==> src/rtl/watermark_set_assoc_tag_cache_core_assert.svh <==
// Assertion macros shared by the cache RTL.
`ifndef WATERMARK_SET_ASSOC_TAG_CACHE_CORE_ASSERT_SVH
`define WATERMARK_SET_ASSOC_TAG_CACHE_CORE_ASSERT_SVH

// Same-cycle implication, disabled during reset.
`define WSAC_ASSERT_IMP(label, clk, rst, a, c) \
  label: assert property (@(posedge clk) disable iff (rst) (a) |-> (c)) \
    else $error("wsac assertion failed");

// Next-cycle implication, disabled during reset.
`define WSAC_ASSERT_NXT(label, clk, rst, a, c) \
  label: assert property (@(posedge clk) disable iff (rst) (a) |=> (c)) \
    else $error("wsac assertion failed");

`endif

==> src/rtl/wsac_pkg.sv <==
// ---------------------------------------------------------------------------
// wsac_pkg
// Shared widths, codes and controller/datapath interface types.
// ---------------------------------------------------------------------------
package wsac_pkg;

  localparam int KEY_W     = 32;
  localparam int BYTES_W   = 26;
  localparam int AGE_W     = 8;
  localparam int SLOT_W    = 10;
  localparam int SWEPT_W   = 9;
  localparam int STAT_W    = 2;
  localparam int CFG_IDX_W = 2;
  localparam int ENTRY_W   = 1 + AGE_W + KEY_W + BYTES_W;

  // key mod SETS is resolved 8 key bits per cycle
  localparam int MOD_BITS  = 8;
  localparam int MOD_STEPS = KEY_W / MOD_BITS;
  localparam int MCNT_W    = $clog2(MOD_STEPS);

  localparam logic [AGE_W-1:0] AGE_MAX = 8'd255;

  localparam logic [STAT_W-1:0] ST_OK  = 2'd0;
  localparam logic [STAT_W-1:0] ST_LOW = 2'd1;
  localparam logic [STAT_W-1:0] ST_MAX = 2'd2;

  localparam logic [CFG_IDX_W-1:0] CFG_MAX  = 2'd0;
  localparam logic [CFG_IDX_W-1:0] CFG_HIGH = 2'd1;
  localparam logic [CFG_IDX_W-1:0] CFG_LOW  = 2'd2;

  localparam logic [BYTES_W-1:0] MAX_RST  = 26'd16777216;
  localparam logic [BYTES_W-1:0] HIGH_RST = 26'd4194304;
  localparam logic [BYTES_W-1:0] LOW_RST  = 26'd3145728;

  typedef struct packed {
    logic clr_step;
    logic load;
    logic mod_step;
    logic sw_rd;
    logic sw_ev;
    logic rd;
    logic upd;
    logic done;
  } cmd_t;

  typedef struct packed {
    logic clr_done;
    logic mod_last;
    logic sweep_need;
    logic low_reached;
    logic rnd_full;
    logic over;
    logic out_free;
  } stat_t;

endpackage

==> src/rtl/wsac_ctrl.sv <==
// ---------------------------------------------------------------------------
// wsac_ctrl
// Sequencer: clear pass, modulo, sweep rounds, row read/update, result.
// ---------------------------------------------------------------------------
module wsac_ctrl (
  input  logic            clk,
  input  logic            rst,
  input  logic            in_valid,
  output logic            in_stall,
  input  wsac_pkg::stat_t st,
  output wsac_pkg::cmd_t  cmd
);

  localparam logic [2:0] S_CLR  = 3'd0;
  localparam logic [2:0] S_IDLE = 3'd1;
  localparam logic [2:0] S_MOD  = 3'd2;
  localparam logic [2:0] S_SWRD = 3'd3;
  localparam logic [2:0] S_SWEV = 3'd4;
  localparam logic [2:0] S_RD   = 3'd5;
  localparam logic [2:0] S_UPD  = 3'd6;
  localparam logic [2:0] S_DONE = 3'd7;

  logic [2:0] state, state_next;

  assign in_stall = (state != S_IDLE);

  always_comb begin
    cmd        = '0;
    state_next = state;
    case (state)
      S_CLR: begin
        cmd.clr_step = 1'b1;
        if (st.clr_done) state_next = S_IDLE;
      end
      S_IDLE: begin
        if (in_valid) begin
          cmd.load   = 1'b1;
          state_next = S_MOD;
        end
      end
      S_MOD: begin
        cmd.mod_step = 1'b1;
        if (st.mod_last) state_next = st.sweep_need ? S_SWRD : S_RD;
      end
      S_SWRD: begin
        cmd.sw_rd  = 1'b1;
        state_next = S_SWEV;
      end
      S_SWEV: begin
        cmd.sw_ev = 1'b1;
        if (st.low_reached) begin
          state_next = S_RD;
        end else if (st.rnd_full) begin
          state_next = S_DONE;
        end else begin
          state_next = S_SWRD;
        end
      end
      S_RD: begin
        cmd.rd     = 1'b1;
        state_next = st.over ? S_DONE : S_UPD;
      end
      S_UPD: begin
        cmd.upd    = 1'b1;
        state_next = S_DONE;
      end
      S_DONE: begin
        cmd.done = 1'b1;
        if (st.out_free) state_next = S_IDLE;
      end
      default: state_next = S_CLR;
    endcase
  end

  always_ff @(posedge clk) begin
    if (rst) begin
      state <= S_CLR;
    end else begin
      state <= state_next;
    end
  end

`include "watermark_set_assoc_tag_cache_core_assert.svh"

  `WSAC_ASSERT_NXT(a_low_goes_fill, clk, rst, state == S_SWEV && st.low_reached, state == S_RD)
  `WSAC_ASSERT_NXT(a_mod_then_work, clk, rst, state == S_MOD && st.mod_last,
                   state == S_SWRD || state == S_RD)
  `WSAC_ASSERT_IMP(a_clr_blocks, clk, rst, state == S_CLR, in_stall && !cmd.load)

endmodule

==> config.mk <==
export PLATFORM = sky130hd
export DESIGN_NAME = wsac_ctrl
export DESIGN_NICKNAME = d
export VERILOG_FILES = /design/src/rtl/wsac_pkg.sv /design/src/rtl/wsac_ctrl.sv
export VERILOG_INCLUDE_DIRS = /design/src /design/src/rtl
export SDC_FILE = /design/constraint.sdc
export NUM_CORES = 1
export LEC_CHECK = 0
export BUFFER_PORTS_ARGS = -buffer_cell sky130_fd_sc_hd__clkbuf_2
export CORE_AREA = 2 2 39 41
export DETAILED_ROUTE_END_ITERATION = 8
export DIE_AREA = 0 0 41 43
export GPL_TIMING_DRIVEN = 0
export PLACE_DENSITY_LB_ADDON = 0.1
export SLEW_MARGIN = 20
export SYNTH_ARGS = -nofsm -noshare
export SYNTH_HDL_FRONTEND = slang
export SYNTH_SLANG_ARGS = --single-unit
==> constraint.sdc <==
create_clock -name clk -period 1.4 [get_ports clk]
set_input_delay 0.28 -clock clk [delete_from_list [all_inputs] [get_ports clk]]
set_output_delay 0.28 -clock clk [all_outputs]
set_load 0.005 [all_outputs]
==> results of run 1 <==
[power breakdown]
part           switching [W]  internal [W]  leakage, nW
clock network      0.0000430      0.000107       0.0150
registers          0.0000285      0.000117       0.0261
logic               0.000232      0.000245        0.214
[layout by cell type (no fill, tap or decap), drive strengths merged]
| master | instances |
|---|---|
| a2111oi | 1 |
| a211oi | 1 |
| a21o | 1 |
| a21oi | 3 |
| buf | 11 |
| clkbuf | 20 |
| clkinvlp | 1 |
| dfxtp | 3 |
| inv | 4 |
| nand2 | 3 |
| nand2b | 1 |
| nand3 | 1 |
| nor2 | 10 |
| nor2b | 1 |
| nor3 | 4 |
| o21ai | 1 |
| o221a | 1 |
| o22ai | 2 |
| o311a | 1 |
| o32ai | 1 |
| o41ai | 1 |
| or2 | 1 |
[worst max-delay path, stage by stage (launching register included)]
cell	delay, ns
dfxtp_2	0.32
buf_6	0.12
nand2b_1	0.15
nor2_1	0.10
clkbuf_2	0.12
[logic make-up (layout without fill, tap and decap cells)]
family / after synthesis / in the layout / share of synthesized area
AO/OA/AOI/OAI: 13 / 13 / 0.363
buffers and inverters: 8 / 36 / 0.137
flip-flops: 3 / 3 / 0.194
AND/OR/NAND/NOR: 21 / 21 / 0.306
[per-stage QoR]
| step | hold slack (ns) | total power (W) |
|---|---|---|
| 2_1_floorplan | 0.353 | 0.000379 |
| 3_3_place_gp | 0.524 | 0.000494 |
| 3_5_place_dp | 0.526 | 0.000490 |
| 4_1_cts | 0.278 | 0.000740 |
| 5_1_grt | 0.292 | 0.000841 |
| 6_report | 0.280 | 0.000773 |
[cell type report]
| cell class | instances | area (µm²) |
|---|---|---|
| buffer | 2 | 22.5 |
| clock buffer | 4 | 26.3 |
| fill | 172 | 853 |
| inverter | 5 | 22.5 |
| multi-input combinational | 34 | 233 |
| sequential | 3 | 66.3 |
| tap | 16 | 20.0 |
| timing repair buffer | 25 | 140 |
[worst max-delay path by stage]
| stage | slack (ns) | to | from | cells after the start |
|---|---|---|---|---|
| final | 0.08 | cmd[4] | state[2] | 4 |
| after global placement | 0.07 | state[1] | st[6] | 5 |
| after global routing | 0.002 | cmd[7] | state[0] | 3 |
| after floorplan | 0.20 | state[2] | state[1] | 5 |
| after detailed placement | 0.06 | state[1] | st[6] | 5 |
| after CTS | -0.007 | state[1] | state[1] | 5 |
[repair_timing]
item / 4_1_cts / 5_1_grt
resized for setup: 4 / 12
gates cloned: 0 / 1
pin swaps: 1 / 1
setup buffers: 5 / 1
endpoints found under the setup margin: 5 / 9
[metal layers]
layer,up-vias,share of wire
li1,215,-
met3,0,0.033
met2,7,0.54
met4,0,0
met1,193,0.43
met5,-,0
[synth_stat cells]
cell / count / share of area
o21ai_0: 1 / 0.016
nor2_1: 10 / 0.12
o221a_1: 1 / 0.036
o41ai_2: 1 / 0.052
o311a_1: 1 / 0.032
a21oi_2: 1 / 0.028
buf_2: 1 / 0.016
nand2_1: 3 / 0.036
buf_6: 1 / 0.036
dfxtp_1: 3 / 0.19
a21oi_1: 2 / 0.032
a21o_1: 1 / 0.024
nor3_1: 4 / 0.065
nor2b_1: 1 / 0.020
inv_1: 5 / 0.060
nand3_1: 1 / 0.016
o32ai_1: 1 / 0.028
a211oi_1: 1 / 0.024
o22ai_1: 2 / 0.040
or2_4: 1 / 0.028
buf_4: 1 / 0.024
nand2b_1: 1 / 0.020
a2111oi_2: 1 / 0.048
==> flow_summary.toml, run 1 <==
[status]
status = "complete, no violations"

[setup_path]
crit_type = "register to output pin"
cp-start-kind = "register"
cp-end-kind = "output pin"
worstRegToRegCells = 5
r2r-end = "state[1]"
critPathMaxFanout = 5
cp.required_ns = 1.12
r2r_slack_ns = 0.09
regToRegStartpoint = "state[1]"
arrival_ns = 1.04

[routing]
dr.pass1.iters = 4
num_vias = 415
drc = 0
drt_iter0_markers = 7
drt_wl_total_mm = 1.00
postRouteAntennaNets = 0
viasPerCell = 4.66
drt-wirelength-per-cell_um = 11.3

[place]
pre_cts_ws_ns = 0.0601
gp_congestion = 0.653
placedCellCount = 79
hpwlAfterDp_um = 697
port_buffers = 18
placed_area_um2 = 420

[layout]
fin_util = 0.383
nNetsFinal = 84
instances_no_fill = 89
drive_gt1_frac = 0.575
largest_register_ffs = 3
syn_to_final_growth_pct = 71.0
largest-register = "state"
largest_registers = "state: 3 flops"
postLayoutCellArea_um2 = 531
n_antenna_cell = 0

[grt]
antenna_found_initial = 0
globalRouteMet2Util = 0.181
grt_max_degree = 11
grt_usage = 0.134
grt_pass1_vias = 386
grt.busiest_layer = "met2"
use_met3 = 0.0314
grt_overflow = 0
grt_pass1_wl_mm = 1.57
grt_use_met1 = 0.174

[sta]
setup_violations = 0
final.setup.tns_ns = 0
grt_setup_unrepaired = "false"
hold_viol = 0
setup_slack_ns = 0.0757
worst_slew_pin_slew_ns = 0.339
skew_ns = 0.000920
maxSlewHeadroom = 0.773
period_needed_ns = 1.32
fmax_ghz = 0.755
slew_viol_final = 0
fin_crit_sh = 0.946

[clocking]
root_buffer = "clkbuf_4"
cts_hold_repair.buffers = 0
tritoncts = "built"
htreeDepth = 1
cts.sinks = 3
clk_pin_slew_worst_paths_ns = 0.04
numCtsBuffers = 3
clock_path_buffers = 2
clock_latency_ns = 0.23

[die]
num_io_pins = 19
num_rows = 14
die_h_um = 43
initial_utilization = 0.224
fp.coreArea_um2 = 1380
die_w_um = 41
die-area_um2 = 1760

[logic_synthesis]
synth_warnings = 0
synthesis.area_um2 = 310
synth-seq-cells = 3
syn_area_per_cell_um2 = 6.90
syn_inst = 45
seq_area_frac_synth = 0.194
synth_cell_types = 23
postSynthNetCount = 55

[hold_path]
hp-start = "rst"
hold_path_class = "primary input to register"
worst_hold_path.num_cells = 2
whs_endpoint = "state[0]"

[run]
max-cap-violations = 0

[power]
peakVddDrop_mv = 0.691
p_per_area_nw_per_um2 = 1460
p_leak_nw = 0.255
(Power assumes the default switching activity.)
==> run 2: changes to the inputs <==
--- a/config.mk
+++ b/config.mk
@@ -6,10 +6,10 @@
 export SDC_FILE = /design/constraint.sdc
 export NUM_CORES = 1
 export LEC_CHECK = 0
-export BUFFER_PORTS_ARGS = -buffer_cell sky130_fd_sc_hd__clkbuf_2
 export CORE_AREA = 2 2 39 41
 export DETAILED_ROUTE_END_ITERATION = 8
 export DIE_AREA = 0 0 41 43
+export DONT_BUFFER_PORTS = 1
 export GPL_TIMING_DRIVEN = 0
 export PLACE_DENSITY_LB_ADDON = 0.1
 export SLEW_MARGIN = 20
==> run 2 against run 1 <==
Effect of this change:
- worst hold slack got worse by 0.16 ns
- count of clock-buffer cells in the layout did not move
- sequential share of layout area rose by 3.1 points
- clock skew rose by 0.0030 ns
- worst setup slack got worse by 0.054 ns
- register-to-register slack improved by 0.03 ns
- final area fell by 27%
- clock power barely moved
- largest cell class unchanged
==> flow_summary.toml, run 2 (same netlist as run 1, synthesis figures left out) <==
[routing]
met2_length_um = 448
drc = 0
drt_wl_total_um = 832
postRouteAntennaNets = 0
m1WireLength_um = 304
viasPerCell = 5.06
dr.pass1.iters = 4
drt-wirelength-per-cell_um = 12.6
route.met3.wl_um = 79
num_vias = 334
dr.max_layer_used = "met3"
drt_iter0_markers = 1

[power]
p_leak_nw = 0.151
power.clock.fraction = 0.243
peakVddDrop_mv = 0.500
sw_frac_of_total = 0.413
p_total_w = 0.000618
power_frac_comb = 0.560
seq_power_share = 0.197
p_int_w = 0.000363
p_per_area_nw_per_um2 = 1600
p_sw_w = 0.000255

[clocking]
clk_pin_slew_worst_paths_ns = 0.04
cts.sinks = 3
cts_hold_repair.buffers = 0
numCtsBuffers = 3
root_buffer = "clkbuf_4"
clock_latency_ns = 0.23
htreeDepth = 1
tritoncts = "built"
clock_path_buffers = 2

[setup_path]
r2r-end = "state[2]"
worst-path-buf-inv = 2
critPathMaxFanout = 10
worstRegToRegCells = 5
crit_slowest_cell = "dfxtp_1"
regToRegStartpoint = "state[1]"
cp.required_ns = 1.12
cp-start-kind = "register"
r2r_slack_ns = 0.12
arrival_ns = 1.10
crit_type = "register to output pin"
worstPathCellList = "buf_6 > clkinvlp_4 > nand3_1 > nor2_1"
critPathMaxStageDelay_ns = 0.34
cp-end-kind = "output pin"
critical-path-top-delay-family = "flip-flops"

[grt]
grt_pass1_wl_mm = 1.26
antenna_found_initial = 0
grt_overflow = 0
grt_max_degree = 11
grt_usage = 0.105
grt_pass1_vias = 305

[sta]
maxSlewHeadroom = 0.734
grt_setup_unrepaired = "true"
skew_ns = 0.00391
slew_viol_final = 0
hold_viol = 0
fmax_ghz = 0.725
setup_violations = 0
setup_slack_ns = 0.0214
worst_slew_pin_slew_ns = 0.398
fin_crit_sh = 0.985
period_needed_ns = 1.38

[die]
die_w_um = 41
die_h_um = 43
initial_utilization = 0.224
num_rows = 14
num_io_pins = 19
die-area_um2 = 1760
fp.coreArea_um2 = 1380

[run]
max-cap-violations = 0

[status]
status = "complete, no violations"

[place]
placedCellCount = 61
hpwlAfterDp_um = 656
placed_area_um2 = 330
port_buffers = 0
gp_congestion = 0.679
pre_cts_ws_ns = 0.0989

[layout]
postLayoutCellArea_um2 = 385
n_antenna_cell = 0
instances_no_fill = 66
largest-register = "state"
nNetsFinal = 61
drive_gt1_frac = 0.300
fill_cells = 160
multi_input_area_um2 = 223
mostFrequentLayoutCells = "9 x nor2_1, 4 x inv_1, 4 x clkbuf_4"
largest_registers = "state: 3 flops"
largest_register_ffs = 3
syn_to_final_growth_pct = 24.2
final_common_cell = "nor2_1"
fin_util = 0.278
regArea_um2 = 60.1

[hold_path]
hp-start = "rst"
whs_endpoint = "state[0]"
hold_path_class = "primary input to register"
worst_hold_path.num_cells = 1
## run 2: metrics by stage
step                hold WS [ns]  TNS, ns
global route               0.112  -0.0967
finish                     0.117        0
detailed placement         0.356        0
floorplan                  0.353        0
global placement           0.366        0
CTS                        0.110        0
## run 2: layer usage
metal  up-vias  global-route usage
li1        170                   -
met1       155               0.116
met2         9               0.166
met3         0              0.0524
met4         0              0.0400
met5         -                   0
## run 2: how the worst max path moves through the flow
stage | start | to | slack (ns) | cells past startpoint
finish | state[1] | cmd[6] | 0.02 | 4
global route | state[1] | cmd[6] | -0.05 | 4
CTS | state[1] | cmd[6] | 0.01 | 4
detailed placement | state[1] | state[1] | 0.1 | 5
global placement | state[1] | state[1] | 0.12 | 5
floorplan | state[1] | state[2] | 0.20 | 5
## run 2: final cells by class
class                      instances  share of cell area
inverter                           5              0.0584
buffer                             3              0.0682
sequential                         3               0.156
tap                               16              0.0519
multi-input combinational         34               0.578
timing repair buffer               1              0.0195
clock buffer                       4              0.0682
## run 2: worst reg2reg max path: stages (launching register included)
cell and delay (ns):
dfxtp_1 0.31, buf_6 0.14, or2_4 0.26, o221a_1 0.23, a21oi_2 0.13, o41ai_2 0.08
## run 2: power by group through the flow
| stage | logic, W | registers [W] | clock network (W) |
|---|---|---|---|
| after floorplan | 0.000259 | 0.000120 | 0 |
| after CTS | 0.000317 | 0.000122 | 0.000156 |
| after detailed placement | 0.000307 | 0.000123 | 0 |
| after global placement | 0.000308 | 0.000123 | 0 |
| final | 0.000346 | 0.000122 | 0.000150 |
| after global routing | 0.000383 | 0.000124 | 0.000160 |
## run 2: what timing repair did
item / 4_1_cts / 5_1_grt
buffers inserted: 0 / 1
gates resized for setup: 1 / 4
endpoints found under the setup margin: 1 / 6
